===== config.mk =====
export PLATFORM = sky130hd
export DESIGN_NAME = binomial_coefficient_core
export DESIGN_NICKNAME = d
export VERILOG_FILES = /design/src/hdl/bc_pkg.sv /design/src/hdl/bc_mul.sv /design/src/hdl/bc_div.sv /design/src/hdl/binomial_coefficient_core.sv
export SDC_FILE = /design/constraint.sdc
export NUM_CORES = 1
export LEC_CHECK = 0
export ABC_CLOCK_PERIOD_IN_PS = 7300
export BUFFER_PORTS_ARGS = -buffer_cell sky130_fd_sc_hd__buf_2
export CORE_AREA = 10 10 249 251
export DETAILED_ROUTE_END_ITERATION = 10
export DIE_AREA = 0 0 259 261
export GPL_TIMING_DRIVEN = 0
export HOLD_SLACK_MARGIN = 0.06
export PLACE_DENSITY = 0.46
export SETUP_SLACK_MARGIN = 0.05
export SLEW_MARGIN = 20
export SYNTH_ARGS = -nofsm -noshare
export SYNTH_HDL_FRONTEND = slang
export SYNTH_SLANG_ARGS = --single-unit

===== constraint.sdc =====
create_clock -name clock -period 7.3 [get_ports clock]
set_input_delay 1.095 -clock clock [delete_from_list [all_inputs] [get_ports clock]]
set_output_delay 1.095 -clock clock [all_outputs]
set_load 0.01 [all_outputs]

===== src/hdl/bc_pkg.sv =====
// Shared types and constants for the binomial coefficient core.
`default_nettype none
package bc_pkg;

   localparam int FIELD_WIDTH      = 8;
   localparam int COEFF_WIDTH      = 64;
   localparam int RESULT_WIDTH_DEF = 64;
   // multiplier bits per step (n + 1 - i is at most 127)
   localparam int MULT_WIDTH       = 7;
   // divisor bits per step (i is at most 63)
   localparam int DIV_WIDTH        = 6;

   typedef struct packed {
      logic signed [FIELD_WIDTH-1:0] n_value;
      logic signed [FIELD_WIDTH-1:0] r_value;
   } req_type;

   typedef struct packed {
      logic [COEFF_WIDTH-1:0] coefficient;
      logic                   saturated;
   } rsp_type;

endpackage
`default_nettype wire


===== src/hdl/bc_mul.sv =====
// Bit-serial shift-add multiplier: one multiplier bit per cycle, MSB first.
`default_nettype none
module bc_mul #(
   parameter int VALUE_WIDTH = bc_pkg::RESULT_WIDTH_DEF
) (
   input  wire logic                                     clock,
   input  wire logic                                     reset,
   input  wire logic                                     start,
   input  wire logic [VALUE_WIDTH-1:0]                   value,
   input  wire logic [bc_pkg::MULT_WIDTH-1:0]            factor,
   output logic                                          done,
   output logic [VALUE_WIDTH+bc_pkg::MULT_WIDTH-1:0]     product
);
   import bc_pkg::*;

   localparam int PW = VALUE_WIDTH + MULT_WIDTH;
   localparam int CW = $clog2(MULT_WIDTH);

   logic                   busy_ff, busy_in;
   logic                   done_ff, done_in;
   logic [CW-1:0]          cnt_ff, cnt_in;
   logic [MULT_WIDTH-1:0]  factor_ff, factor_in;
   logic [VALUE_WIDTH-1:0] value_ff, value_in;
   logic [PW-1:0]          acc_ff, acc_in;

   always_comb begin
      busy_in   = busy_ff;
      cnt_in    = cnt_ff;
      factor_in = factor_ff;
      value_in  = value_ff;
      acc_in    = acc_ff;
      done_in   = 1'b0;
      if (start) begin
         busy_in   = 1'b1;
         cnt_in    = CW'(MULT_WIDTH - 1);
         factor_in = factor;
         value_in  = value;
         acc_in    = '0;
      end else if (busy_ff) begin
         acc_in    = (acc_ff << 1) + (factor_ff[MULT_WIDTH-1] ? PW'(value_ff) : '0);
         factor_in = factor_ff << 1;
         if (cnt_ff == '0) begin
            busy_in = 1'b0;
            done_in = 1'b1;
         end else begin
            cnt_in = cnt_ff - 1'b1;
         end
      end
   end

   always_ff @(posedge clock) begin
      if (reset) begin
         busy_ff <= 1'b0;
         done_ff <= 1'b0;
      end else begin
         busy_ff <= busy_in;
         done_ff <= done_in;
      end
   end

   always_ff @(posedge clock) begin
      cnt_ff    <= cnt_in;
      factor_ff <= factor_in;
      value_ff  <= value_in;
      acc_ff    <= acc_in;
   end

   assign done    = done_ff;
   assign product = acc_ff;

endmodule
`default_nettype wire


===== src/hdl/bc_div.sv =====
// Radix-2 restoring divider: one quotient bit per cycle, narrow remainder.
`default_nettype none
module bc_div #(
   parameter int DIVIDEND_WIDTH = bc_pkg::RESULT_WIDTH_DEF + bc_pkg::MULT_WIDTH
) (
   input  wire logic                          clock,
   input  wire logic                          reset,
   input  wire logic                          start,
   input  wire logic [DIVIDEND_WIDTH-1:0]     dividend,
   input  wire logic [bc_pkg::DIV_WIDTH-1:0]  divisor,
   output logic                               done,
   output logic [DIVIDEND_WIDTH-1:0]          quotient
);
   import bc_pkg::*;

   localparam int CW = $clog2(DIVIDEND_WIDTH);

   logic                      busy_ff, busy_in;
   logic                      done_ff, done_in;
   logic [CW-1:0]             cnt_ff, cnt_in;
   logic [DIV_WIDTH-1:0]      divisor_ff, divisor_in;
   logic [DIV_WIDTH-1:0]      rem_ff, rem_in;
   logic [DIVIDEND_WIDTH-1:0] work_ff, work_in;
   logic [DIV_WIDTH:0]        trial;
   logic [DIV_WIDTH:0]        diff;
   logic                      fits;

   always_comb begin
      trial = {rem_ff, work_ff[DIVIDEND_WIDTH-1]};
      diff  = trial - {1'b0, divisor_ff};
      fits  = !diff[DIV_WIDTH];
   end

   always_comb begin
      busy_in    = busy_ff;
      cnt_in     = cnt_ff;
      divisor_in = divisor_ff;
      rem_in     = rem_ff;
      work_in    = work_ff;
      done_in    = 1'b0;
      if (start) begin
         busy_in    = 1'b1;
         cnt_in     = CW'(DIVIDEND_WIDTH - 1);
         divisor_in = divisor;
         rem_in     = '0;
         work_in    = dividend;
      end else if (busy_ff) begin
         // shift the dividend out at the top, quotient bits in at the bottom
         rem_in  = fits ? diff[DIV_WIDTH-1:0] : trial[DIV_WIDTH-1:0];
         work_in = {work_ff[DIVIDEND_WIDTH-2:0], fits};
         if (cnt_ff == '0) begin
            busy_in = 1'b0;
            done_in = 1'b1;
         end else begin
            cnt_in = cnt_ff - 1'b1;
         end
      end
   end

   always_ff @(posedge clock) begin
      if (reset) begin
         busy_ff <= 1'b0;
         done_ff <= 1'b0;
      end else begin
         busy_ff <= busy_in;
         done_ff <= done_in;
      end
   end

   always_ff @(posedge clock) begin
      cnt_ff     <= cnt_in;
      divisor_ff <= divisor_in;
      rem_ff     <= rem_in;
      work_ff    <= work_in;
   end

   assign done     = done_ff;
   assign quotient = work_ff;

endmodule
`default_nettype wire


===== src/hdl/binomial_coefficient_core.sv =====
// A request runs k = min(r, n - r) steps, cut short once the value saturates; a step is a bit-serial
// multiply followed by a restoring divide. Worst case at RESULT_WIDTH = 64: 33 steps (n = 67,
// r = 33); invalid or trivial inputs run no step. One item at a time; the next request is taken
// while the last result still waits on rsp_stall. Reset (synchronous, active high) clears the
// sequencer and result valid.
// Top level of the binomial coefficient core.
`default_nettype none
module binomial_coefficient_core #(
   parameter int RESULT_WIDTH = bc_pkg::RESULT_WIDTH_DEF
) (
   input  wire logic            clock,
   input  wire logic            reset,
   input  wire logic            req_valid,
   output logic                 req_stall,
   input  wire bc_pkg::req_type req_data,
   output logic                 rsp_valid,
   input  wire logic            rsp_stall,
   output bc_pkg::rsp_type      rsp_data
);
   import bc_pkg::*;

   localparam int PW = RESULT_WIDTH + MULT_WIDTH;

   localparam logic [2:0] ST_IDLE   = 3'd0;
   localparam logic [2:0] ST_LAUNCH = 3'd1;
   localparam logic [2:0] ST_MUL    = 3'd2;
   localparam logic [2:0] ST_DIV    = 3'd3;
   localparam logic [2:0] ST_FINISH = 3'd4;

   localparam logic [COEFF_WIDTH-1:0] SAT_VALUE = COEFF_WIDTH'({RESULT_WIDTH{1'b1}});

   logic [2:0]              state_ff, state_in;
   logic                    rsp_valid_ff, rsp_valid_in;
   rsp_type                 rsp_ff, rsp_in;
   logic [RESULT_WIDTH-1:0] v_ff, v_in;
   logic [MULT_WIDTH-1:0]   m_ff, m_in;
   logic [DIV_WIDTH-1:0]    i_ff, i_in;
   logic [DIV_WIDTH-1:0]    rr_ff, rr_in;
   logic                    sat_ff, sat_in;

   logic                    mul_start, mul_done;
   logic [PW-1:0]           product;
   logic                    div_start, div_done;
   logic [PW-1:0]           quotient;

   logic                    accept;
   logic                    bad_input;
   logic [FIELD_WIDTH-1:0]  n_minus_r;
   logic [FIELD_WIDTH-1:0]  r_bits;
   logic [DIV_WIDTH-1:0]    r_short;

   bc_mul #(
      .VALUE_WIDTH (RESULT_WIDTH)
   ) u_mul (
      .clock   (clock),
      .reset   (reset),
      .start   (mul_start),
      .value   (v_ff),
      .factor  (m_ff),
      .done    (mul_done),
      .product (product)
   );

   bc_div #(
      .DIVIDEND_WIDTH (PW)
   ) u_div (
      .clock    (clock),
      .reset    (reset),
      .start    (div_start),
      .dividend (product),
      .divisor  (i_ff),
      .done     (div_done),
      .quotient (quotient)
   );

   assign req_stall = (state_ff != ST_IDLE);
   assign accept    = req_valid && !req_stall;
   assign mul_start = (state_ff == ST_LAUNCH);
   assign div_start = (state_ff == ST_MUL) && mul_done;

   always_comb begin
      r_bits    = req_data.r_value;
      n_minus_r = req_data.n_value - req_data.r_value;
      bad_input = req_data.n_value[FIELD_WIDTH-1] || req_data.r_value[FIELD_WIDTH-1]
                  || (req_data.n_value < req_data.r_value);
      // mirror r to the smaller side
      r_short   = (r_bits > n_minus_r) ? n_minus_r[DIV_WIDTH-1:0] : r_bits[DIV_WIDTH-1:0];
   end

   always_comb begin
      state_in     = state_ff;
      v_in         = v_ff;
      m_in         = m_ff;
      i_in         = i_ff;
      rr_in        = rr_ff;
      sat_in       = sat_ff;
      rsp_in       = rsp_ff;
      rsp_valid_in = rsp_valid_ff && rsp_stall;
      unique case (state_ff)
         ST_IDLE: begin
            if (accept) begin
               m_in   = req_data.n_value[MULT_WIDTH-1:0];
               i_in   = DIV_WIDTH'(1);
               rr_in  = r_short;
               sat_in = 1'b0;
               if (bad_input) begin
                  v_in     = '0;
                  state_in = ST_FINISH;
               end else begin
                  v_in     = RESULT_WIDTH'(1);
                  state_in = (r_short == '0) ? ST_FINISH : ST_LAUNCH;
               end
            end
         end
         ST_LAUNCH: begin
            state_in = ST_MUL;
         end
         ST_MUL: begin
            if (mul_done) begin
               state_in = ST_DIV;
            end
         end
         ST_DIV: begin
            if (div_done) begin
               if (|quotient[PW-1:RESULT_WIDTH]) begin
                  // running value only grows from here: stop and saturate
                  sat_in   = 1'b1;
                  state_in = ST_FINISH;
               end else begin
                  v_in = quotient[RESULT_WIDTH-1:0];
                  if (i_ff == rr_ff) begin
                     state_in = ST_FINISH;
                  end else begin
                     i_in     = i_ff + 1'b1;
                     m_in     = m_ff - 1'b1;
                     state_in = ST_LAUNCH;
                  end
               end
            end
         end
         ST_FINISH: begin
            // load the output register once it is free
            if (!rsp_valid_ff || !rsp_stall) begin
               rsp_in.coefficient = sat_ff ? SAT_VALUE : COEFF_WIDTH'(v_ff);
               rsp_in.saturated   = sat_ff;
               rsp_valid_in       = 1'b1;
               state_in           = ST_IDLE;
            end
         end
         default: begin
            state_in = ST_IDLE;
         end
      endcase
   end

   always_ff @(posedge clock) begin
      if (reset) begin
         state_ff     <= ST_IDLE;
         rsp_valid_ff <= 1'b0;
      end else begin
         state_ff     <= state_in;
         rsp_valid_ff <= rsp_valid_in;
      end
   end

   always_ff @(posedge clock) begin
      v_ff   <= v_in;
      m_ff   <= m_in;
      i_ff   <= i_in;
      rr_ff  <= rr_in;
      sat_ff <= sat_in;
      rsp_ff <= rsp_in;
   end

   assign rsp_valid = rsp_valid_ff;
   assign rsp_data  = rsp_ff;

`ifndef ASSERT_OFF
   a_accept_leaves_idle: assert property (@(posedge clock) disable iff (reset)
      accept |=> state_ff != ST_IDLE)
      else $error("request transfer did not start the sequencer");

   a_sat_all_ones: assert property (@(posedge clock) disable iff (reset)
      rsp_valid && rsp_data.saturated |-> rsp_data.coefficient == SAT_VALUE)
      else $error("saturated result is not the limit value");

   a_step_in_range: assert property (@(posedge clock) disable iff (reset)
      state_ff == ST_DIV |-> i_ff != '0 && i_ff <= rr_ff)
      else $error("step index outside 1 .. k");

   a_units_exclusive: assert property (@(posedge clock) disable iff (reset)
      !(mul_done && div_done))
      else $error("multiplier and divider finished together");
`endif

endmodule
`default_nettype wire


==> results of run 1 <==
==> logic make-up (layout without fill, tap and decap cells) <==
group                    after synthesis  after routing  share of synthesized area
AND/OR/NAND/NOR                      775            775                      0.189
multiplexers                          55             55                     0.0280
XOR/XNOR                              92             92                     0.0408
buffers and inverters                145            324                     0.0281
AO/OA/AOI/OAI                        326            326                      0.105
flip-flops                           392            392                      0.548
adder cells (fa/ha/maj)               95             95                     0.0613
==> cell usage in the layout, fill, tap and decap left out, types with 69 or more instances in the layout <==
cell type,netlist,layout
sky130_fd_sc_hd__or2_2,69,69
sky130_fd_sc_hd__dfxtp_1,95,95
sky130_fd_sc_hd__and2_1,131,131
sky130_fd_sc_hd__a21oi_1,111,109
sky130_fd_sc_hd__buf_2,8,94
sky130_fd_sc_hd__nand2_1,333,333
sky130_fd_sc_hd__nor2_1,110,110
sky130_fd_sc_hd__edfxtp_1,297,297
sky130_fd_sc_hd__ha_1,92,92
sky130_fd_sc_hd__clkbuf_1,75,90
==> metrics by stage <==
| step | hold slack, ns | utilization | worst slack, ns | cell area [sq um] |
|---|---|---|---|---|
| floorplan | 0.417 | - | 2.41 | 19800 |
| global placement | 0.423 | 0.370 | -0.481 | 21100 |
| global route | 0.444 | 0.399 | 2.37 | 22800 |
| detailed placement | 0.426 | 0.374 | 2.08 | 21400 |
| finish | 0.438 | 0.399 | 2.72 | 22800 |
| CTS | 0.439 | 0.399 | 2.69 | 22800 |
==> worst paths after layout <==
check	from	endpoint	slack [ns]	depth (start not counted)
max	req_data[8]	state_ff[2]$_SDFFE_PP0P_	2.72	19
min	v_ff[47]$_SDFFCE_PN0P_	u_mul.value_ff[47]$_DFFE_PP_	0.44	0
max reg2reg	u_mul.factor_ff[6]$_DFFE_PP_	u_mul.product[49]$_SDFFE_PP0P_	2.91	15
min reg2reg	v_ff[47]$_SDFFCE_PN0P_	u_mul.value_ff[47]$_DFFE_PP_	0.44	0
==> power by group <==
group	internal [uW]	switching [uW]	leakage, uW
clock	1220	949	0.000667
sequential	2670	199	0.00355
combinational	631	935	0.00483
==> state kept, by name (all words and copies together) (netlist names), 7 cells and up <==
signal           flops
v_ff                64
u_mul.value_ff      64
u_div.quotient      71
u_mul.product       71
u_mul.factor_ff      7
rsp_data            65
m_ff                 7
u_div.cnt_ff         7
==> layout make-up <==
| type | instances | area share |
|---|---|---|
| sequential | 392 | 0.475 |
| multi-input combinational | 1343 | 0.369 |
| clock buffer | 64 | 0.0539 |
| tap | 765 | 0.0420 |
| timing repair buffer | 94 | 0.0286 |
| buffer | 88 | 0.0151 |
| inverter | 57 | 0.00939 |
| clock inverter | 21 | 0.00692 |
==> critical path, delay by kind of cell <==
| family | cells | cell delay, ns |
|---|---|---|
| multiplexers | 1 | 0.42 |
| adder cells (fa/ha/maj) | 3 | 0.83 |
| buffers and inverters | 4 | 0.62 |
| AND/OR/NAND/NOR | 1 | 0.12 |
| XOR/XNOR | 1 | 0.11 |
| AO/OA/AOI/OAI | 9 | 1.88 |
==> routing by layer <==
layer  wire length [um]  GRT usage
met1              23900      0.199
met2              23300      0.245
met5                  0          0
met4                799     0.0345
met3               2400     0.0305
==> results.json, run 1 <==
{
  "outcome": "complete, no violations",
  "synth-edff-count": 297,
  "area_enclosed_by_the_die_boundary_sq_mm": 0.0676,
  "unrepaired_setup_endpoints_after_global_routing": "false",
  "tritoncts.num_buffers": 46,
  "setup.worst_path.start_class": "primary input",
  "grt_overflow": 0,
  "detailed_place_hpwl_um": 36900,
  "netlist_top_cells_count": "sky130_fd_sc_hd__nand2_1, sky130_fd_sc_hd__edfxtp_1, sky130_fd_sc_hd__and2_1, sky130_fd_sc_hd__a21oi_1, sky130_fd_sc_hd__nor2_1",
  "maxSlewViolCount": 0,
  "crit_path_max_fanout": 10,
  "initialDrtViolationCount": 723,
  "synth_top_cells_by_area": "sky130_fd_sc_hd__edfxtp_1, sky130_fd_sc_hd__dfxtp_1, sky130_fd_sc_hd__nand2_1, sky130_fd_sc_hd__ha_1, sky130_fd_sc_hd__and2_1",
  "async_reset_ff_frac": 0,
  "cp.required_ns": 7.81,
  "max_cap_violations": 0,
  "cts-root-buf": "sky130_fd_sc_hd__clkbuf_16",
  "crit_path_max_incr_delay_ns": 0.43,
  "post_synth_instance_area_sq_mm": 0.0198,
  "finalSetupViolations": 0,
  "routedWlPerCell_um": 17.8,
  "core_area_sq_mm": 0.0571,
  "first_global_vias": 14100,
  "ys_types": 75,
  "hold_path_class": "register to register",
  "worst_pin_slew_ns": 1.02,
  "hold_buffers": 0,
  "post-place-cells": 2739,
  "firstDrtPassIters": 5,
  "vias_per_cell": 4.89,
  "power_per_cell_area_mw_per_mm2": 290,
  "chipHeight_um": 261,
  "cts_setup_buffers": 0,
  "ctsResizeCount": 0,
  "yosysSeqAreaShare": 0.548,
  "post_layout_net_count": 2137,
  "layout-drive-gt1-share": 0.125,
  "critPathSlowestCell": "sky130_fd_sc_hd__o311ai_1",
  "tns_ns": 0,
  "routed-via-count": 13800,
  "area_growth_syn_to_layout_pct": 15.3,
  "cts_max_level": 2,
  "total_routing_usage_gr": 0.149,
  "p_total_uw": 6610,
  "timing.setup.critical_path_class": "primary input to register",
  "clock-skew-final_ns": 0.0290,
  "clkSlewWorstSetupHoldPaths_ns": 0.06,
  "io_buffers": 85,
  "synth_most_common_cell": "sky130_fd_sc_hd__nand2_1",
  "gp_congestion": 0.853,
  "die_x_um": 259,
  "ctsLongestPathBuffers": 3,
  "clk_latency_ns": 0.60,
  "multi_input_comb_area_sq_mm": 0.00841,
  "route.detailed.drc": 0,
  "final-hold-violation-count": 0,
  "synth_largest_type_area_fraction": 0.452,
  "number_of_nets_in_the_synthesized_netlist": 1995,
  "clock_sinks": 392,
  "ys.flop_type": "sky130_fd_sc_hd__edfxtp_1",
  "vdd_ir_drop_max_mv": 0.151,
  "synth.ff_latch_count": 392,
  "floorplan.initialDensity": 0.346,
  "finalWorstPathRequiredPeriod_ns": 4.58,
  "layoutNonFillerInstCount": 2824,
  "fmax_mhz": 218,
  "wire_length_of_the_first_global_routing_pass_um": 80200,
  "ioPinCount": 87,
  "relSlewSlack": 0.321,
  "synth-warning-count": 0,
  "antenna_left": 0,
  "antenna_cells": 0,
  "placement_rows": 88,
  "synthDominantAreaCellType": "sky130_fd_sc_hd__edfxtp_1",
  "seq_area_sq_mm": 0.0108,
  "tritoncts": "done",
  "arrival_time_at_the_worst_endpoint_ns": 5.09,
  "synth_cells": 1880,
  "power_leakage_uw": 0.00904,
  "cp_cell_sequence": "buf_2, inv_1, ha_1, inv_1, fa_1, a21o_1, a21oi_1, o21bai_1, a21oi_1, xor2_1, ha_1, nand4_1, o21ai_0, o31a_1, clkbuf_1, mux2_2, o311ai_1, a41oi_1, o31ai_1",
  "worst_setup_path_end_kind": "register",
  "layout.filler_cells": 5692,
  "wirelength_routed_um": 50400,
  "initial_antenna_violation_count": 1,
  "finalCritPeriodShare": 0.627,
  "grt_start_max_net_pins": 37,
  "avgSynthCellArea_sq_um": 10.5
}
No activity file was read; power rests on OpenSTA's default activity.
==> run 2: changes to the inputs <==
--- a/config.mk
+++ b/config.mk
@@ -5,14 +5,14 @@
 export SDC_FILE = /design/constraint.sdc
 export NUM_CORES = 1
 export LEC_CHECK = 0
-export ABC_CLOCK_PERIOD_IN_PS = 7300
+export ABC_CLOCK_PERIOD_IN_PS = 3700
 export BUFFER_PORTS_ARGS = -buffer_cell sky130_fd_sc_hd__buf_2
 export CORE_AREA = 10 10 249 251
 export DETAILED_ROUTE_END_ITERATION = 10
 export DIE_AREA = 0 0 259 261
 export GPL_TIMING_DRIVEN = 0
 export HOLD_SLACK_MARGIN = 0.06
-export PLACE_DENSITY = 0.46
+export PLACE_DENSITY = 0.48
 export SETUP_SLACK_MARGIN = 0.05
 export SLEW_MARGIN = 20
 export SYNTH_ARGS = -nofsm -noshare
==> constraint.sdc (replaced) <==
create_clock -name clock -period 3.7 [get_ports clock]
set_input_delay 0.555 -clock clock [delete_from_list [all_inputs] [get_ports clock]]
set_output_delay 0.555 -clock clock [all_outputs]
set_load 0.01 [all_outputs]
==> results.json, run 2 (synthesis results as in run 1) <==
{
  "outcome": "complete, no violations",
  "area_enclosed_by_the_die_boundary_sq_mm": 0.0676,
  "seq_area_sq_mm": 0.0108,
  "worst_setup_path_end_kind": "register",
  "finalCritPeriodShare": 0.967,
  "ctsLongestPathBuffers": 3,
  "tritoncts": "done",
  "hold_path_class": "primary input to register",
  "busiest_layer": "met2",
  "grt.met2_usage": 0.244,
  "p_total_uw": 13800,
  "timing.hold.ws_ns": 0.288,
  "detailed_place_hpwl_um": 36600,
  "cts_max_level": 2,
  "tns_ns": 0,
  "layoutNonFillerInstCount": 2844,
  "cts-root-buf": "sky130_fd_sc_hd__clkbuf_16",
  "initial_antenna_violation_count": 1,
  "first_global_vias": 14100,
  "worst_pin_slew_ns": 1.04,
  "max_cap_violations": 0,
  "multi_input_comb_area_sq_mm": 0.00912,
  "total_routing_usage_gr": 0.148,
  "layout-drive-gt1-share": 0.197,
  "die_x_um": 259,
  "routedWlPerCell_um": 17.8,
  "clkSlewWorstSetupHoldPaths_ns": 0.06,
  "finalSetupViolations": 0,
  "clock-skew-final_ns": 0.0113,
  "power_per_cell_area_mw_per_mm2": 576,
  "min_from": "rsp_stall",
  "final-hold-violation-count": 0,
  "critical_path.reg2reg.startpoint": "u_mul.factor_ff[6]$_DFFE_PP_",
  "firstDrtPassIters": 5,
  "ioPinCount": 87,
  "wire_length_of_the_first_global_routing_pass_um": 79700,
  "io_buffers": 85,
  "maxSlewViolCount": 0,
  "layout.cells.most_common": "sky130_fd_sc_hd__nand2_1",
  "tritoncts.num_buffers": 45,
  "core_area_sq_mm": 0.0571,
  "placement_rows": 88,
  "unrepaired_setup_endpoints_after_global_routing": "true",
  "power_leakage_uw": 0.00936,
  "post-place-cells": 2739,
  "layout.filler_cells": 5555,
  "vdd_ir_drop_max_mv": 0.301,
  "finalWorstPathRequiredPeriod_ns": 3.58,
  "clock_sinks": 392,
  "critPathLaunch": "u_mul.factor_ff[6]$_DFFE_PP_",
  "relSlewSlack": 0.308,
  "clk_latency_ns": 0.57,
  "mostFrequentLayoutCells": "sky130_fd_sc_hd__nand2_1, sky130_fd_sc_hd__edfxtp_1, sky130_fd_sc_hd__and2_1",
  "post_layout_net_count": 2156,
  "wirelength_routed_um": 50700,
  "gp_congestion": 0.854,
  "grt_start_max_net_pins": 37,
  "chipHeight_um": 261,
  "vias_per_cell": 4.88,
  "grt_use_met3": 0.0296,
  "initialDrtViolationCount": 615,
  "floorplan.initialDensity": 0.346,
  "layout.core_utilization": 0.418,
  "cp.required_ns": 4.13,
  "fmax_mhz": 280,
  "antenna_left": 0,
  "route.detailed.drc": 0,
  "grt_overflow": 0,
  "timing.setup.critical_path_class": "register to register",
  "grt_util_met1": 0.197,
  "setup.worst_path.start_class": "register",
  "routed-via-count": 13900,
  "area_growth_syn_to_layout_pct": 21.1,
  "crit_path_max_fanout": 10,
  "hold_buffers": 0,
  "arrival_time_at_the_worst_endpoint_ns": 4.00
}
[run 2: layer usage]
| metal | part of all wire | vias to the layer above |
|---|---|---|
| li1 | - | 6921 |
| met1 | 0.47 | 6674 |
| met4 | 0.020 | 0 |
| met5 | 0 | - |
| met2 | 0.46 | 217 |
| met3 | 0.043 | 64 |
[run 2: layout make-up]
cell class	count	share of cell area
Tap cell	765	0.0400
Buffer	76	0.0161
Multi-Input combinational cell	1343	0.381
Clock inverter	23	0.00958
Timing Repair Buffer	126	0.0387
Inverter	57	0.00895
Antenna cell	1	0.000105
Clock buffer	61	0.0526
Sequential cell	392	0.452
[run 2: through the flow]
| stage | area [sq um] | setup slack [ns] |
|---|---|---|
| floorplan | 19800 | 0.0535 |
| global placement | 21200 | -1.68 |
| detailed placement | 21400 | -0.668 |
| CTS | 23100 | 0.00431 |
| global route | 23900 | 0.00299 |
| finish | 23900 | 0.122 |
[run 2: worst max-delay path: stages (launching register included)]
cell                       delay (ns)
sky130_fd_sc_hd__edfxtp_1        0.43
sky130_fd_sc_hd__buf_12          0.19
sky130_fd_sc_hd__buf_4           0.17
sky130_fd_sc_hd__and2_4          0.15
sky130_fd_sc_hd__ha_1            0.29
sky130_fd_sc_hd__buf_6           0.12
sky130_fd_sc_hd__and4_4          0.22
sky130_fd_sc_hd__nand3_2         0.11
sky130_fd_sc_hd__or4_4           0.52
sky130_fd_sc_hd__a211oi_4        0.23
sky130_fd_sc_hd__buf_6           0.15
sky130_fd_sc_hd__nor2_4          0.05
sky130_fd_sc_hd__o21bai_4        0.15
sky130_fd_sc_hd__a21bo_4         0.18
sky130_fd_sc_hd__a311oi_2        0.13
sky130_fd_sc_hd__xor2_1          0.25
sky130_fd_sc_hd__o21ai_1         0.08
[run 2: report_power, final]
group	total [uW]	internal [uW]	leakage, uW	switching [uW]
clock network	4510	2670	0.000727	1840
registers	5700	5270	0.00355	426
logic	3560	1550	0.00509	2010
[run 2: worst paths after layout]
| kind | to | slack [ns] | depth (start not counted) |
|---|---|---|---|
| worst max-delay path | u_mul.product[49]$_SDFFE_PP0P_ | 0.12 | 16 |
| worst max register to register | u_mul.product[49]$_SDFFE_PP0P_ | 0.12 | 16 |
| worst min-delay path | rsp_valid$_SDFF_PP0_ | 0.29 | 3 |
| worst min register to register | u_mul.value_ff[45]$_DFFE_PP_ | 0.43 | 0 |
[run 2: what timing repair did]
item / CTS / global route
gates cloned: 0 / 1
hold endpoints to repair: 0 / 0
setup buffers: 7 / 24
pin swaps: 12 / 56
resized for setup: 47 / 137
endpoints found under the setup margin: 52 / 35
==> run 3: changes to the inputs <==
--- a/config.mk
+++ b/config.mk
@@ -7,9 +7,9 @@
 export LEC_CHECK = 0
 export ABC_CLOCK_PERIOD_IN_PS = 3700
 export BUFFER_PORTS_ARGS = -buffer_cell sky130_fd_sc_hd__buf_2
-export CORE_AREA = 10 10 249 251
+export CORE_AREA = 10 10 318 198
 export DETAILED_ROUTE_END_ITERATION = 10
-export DIE_AREA = 0 0 259 261
+export DIE_AREA = 0 0 328 208
 export GPL_TIMING_DRIVEN = 0
 export HOLD_SLACK_MARGIN = 0.06
 export PLACE_DENSITY = 0.48
==> results.json, run 3 (synthesis results as in run 1) <==
{
  "outcome": "complete, no violations",
  "cts-root-buf": "sky130_fd_sc_hd__clkbuf_16",
  "detailroute.wirelength.met3_um": 3150,
  "core_area_sq_mm": 0.0569,
  "cp_cell_sequence": "buf_12, buf_2, and2_1, ha_2, nand4_1, or4_4, a211oi_4, nor2_4, a21oi_4, a221oi_4, buf_4, o21ai_4, xnor2_1, a21oi_1",
  "tritoncts.num_buffers": 40,
  "post-place-cells": 2745,
  "fmax_mhz": 283,
  "route.detailed.drc": 0,
  "post_layout_net_count": 2155,
  "drt-met1-wl_um": 28700,
  "rr_endpoint": "u_mul.product[69]$_SDFFE_PP0P_",
  "ioPinCount": 87,
  "io_buffers": 85,
  "worst-path-stages": 14,
  "crit_path_max_incr_delay_ns": 0.51,
  "chipHeight_um": 208,
  "initialDrtViolationCount": 1083,
  "relSlewSlack": 0.265,
  "routed.top_layer": "met4",
  "layout-drive-gt1-share": 0.195,
  "end_of_the_critical_path": "u_mul.product[69]$_SDFFE_PP0P_",
  "worst_pin_slew_ns": 1.10,
  "timing.setup.critical_path_class": "register to register",
  "routed-via-count": 14200,
  "mostFrequentLayoutCells": "sky130_fd_sc_hd__nand2_1, sky130_fd_sc_hd__edfxtp_1, sky130_fd_sc_hd__and2_1",
  "cp.required_ns": 4.11,
  "crit_path_max_fanout": 8,
  "tns_ns": 0,
  "detailed_place_hpwl_um": 38900,
  "timing.critical_path.max_delay_family": "simple AND/OR/NAND/NOR gates",
  "maxSlewViolCount": 0,
  "max_cap_violations": 0,
  "finalInstanceArea_sq_mm": 0.0238,
  "finalCritPeriodShare": 0.957,
  "cts_max_level": 2,
  "clkSlewWorstSetupHoldPaths_ns": 0.07,
  "gp_congestion": 0.879,
  "area_growth_syn_to_layout_pct": 20.5,
  "worst-r2r-cell-count": 14,
  "wirelength_routed_um": 53300,
  "vias_per_cell": 5.02,
  "critical_path.reg2reg.startpoint": "u_mul.factor_ff[6]$_DFFE_PP_",
  "setup.worst_path.start_class": "register",
  "total_routing_usage_gr": 0.150,
  "r2r_setup_slack_ns": 0.16,
  "die_x_um": 328,
  "wl_met2_um": 20600,
  "finalWorstPathRequiredPeriod_ns": 3.54,
  "clock-skew-final_ns": 0.0269,
  "finalSetupViolations": 0,
  "firstDrtPassIters": 5,
  "timing.hold.ws_ns": 0.303,
  "unrepaired_setup_endpoints_after_global_routing": "true",
  "tritoncts": "done",
  "grt_start_max_net_pins": 38,
  "vdd_ir_drop_max_mv": 0.333,
  "arrival_time_at_the_worst_endpoint_ns": 3.95,
  "layout.cells.most_common": "sky130_fd_sc_hd__nand2_1",
  "floorplan.initialDensity": 0.347,
  "layoutNonFillerInstCount": 2840,
  "final-hold-violation-count": 0,
  "placement_rows": 68,
  "power_per_cell_area_mw_per_mm2": 577,
  "first_global_vias": 13700,
  "initial_antenna_violation_count": 1,
  "ctsLongestPathBuffers": 3,
  "grt_overflow": 0,
  "antenna_left": 0,
  "wire_length_of_the_first_global_routing_pass_um": 81900,
  "layout.core_utilization": 0.418,
  "path_buf_inv": 3,
  "clock_sinks": 392,
  "worst_setup_path_end_kind": "register",
  "critPathSlowestCell": "sky130_fd_sc_hd__or4_4",
  "area_enclosed_by_the_die_boundary_sq_mm": 0.0682,
  "routedWlPerCell_um": 18.8,
  "clk_latency_ns": 0.56,
  "power_leakage_uw": 0.00930,
  "critPathLaunch": "u_mul.factor_ff[6]$_DFFE_PP_",
  "hold_path_class": "primary input to register",
  "placed_inst_area_sq_mm": 0.0214
}
[run 3: worst register-to-register path, delay by kind of cell (launching register included)]
kind            cells  cell delay [ns]
buf+inv             3             0.52
xor+xnor            1             0.13
compound gates      5             0.81
simple gates        4             1.06
flops               1             0.47
fa+ha+maj           1             0.41
[run 3: what timing repair did]
item | CTS | global route
endpoints found under the setup margin | 54 | 38
pin swaps | 16 | 51
gates resized for setup | 53 | 136
gates cloned | 0 | 1
hold buffers | 0 | 0
setup buffers | 14 | 21
[run 3: cell type report]
type / instances / area (sq um)
repair buffers: 131 / 955
plain buffers: 75 / 370
clock buffers: 55 / 1100
diodes: 1 / 2.50
multi-input cells: 1343 / 9110
inverters: 57 / 219
flip-flops and latches: 392 / 10800
clock inverters: 16 / 258
fillers: 5472 / 33100
well taps: 770 / 963
[run 3: how the worst min path moves through the flow]
stage                      startpoint                           end  slack [ns]  depth (start not counted)
2_1_floorplan       v_ff[0]$_DFFE_PP_   u_mul.value_ff[0]$_DFFE_PP_        0.42                          0
3_3_place_gp   v_ff[31]$_SDFFCE_PN0P_  u_mul.value_ff[31]$_DFFE_PP_        0.42                          0
3_5_place_dp   v_ff[35]$_SDFFCE_PN0P_  u_mul.value_ff[35]$_DFFE_PP_        0.42                          0
4_1_cts                     rsp_stall          rsp_valid$_SDFF_PP0_        0.29                          3
5_1_grt                     rsp_stall          rsp_valid$_SDFF_PP0_        0.30                          3
6_report                    rsp_stall          rsp_valid$_SDFF_PP0_        0.30                          3
[run 3: metal layers]
metal  GRT usage  vias up
li1            -     6908
met1       0.245     6906
met2       0.199      370
met3      0.0251       60
met4      0.0254        0
met5           0        -
[run 3: where the power goes]
group,switching [uW],internal [uW]
sequential,442,5270
combinational,2120,1550
clock,1790,2570
[run 3: per-stage QoR]
| stage | power, uW | setup WS (ns) |
|---|---|---|
| after CTS | 13400 | 0.0260 |
| final | 13700 | 0.160 |
| after global routing | 14500 | -0.00893 |
| after floorplan | 8010 | 0.0535 |
| after global placement | 8830 | -1.84 |
| after detailed placement | 8920 | -0.871 |
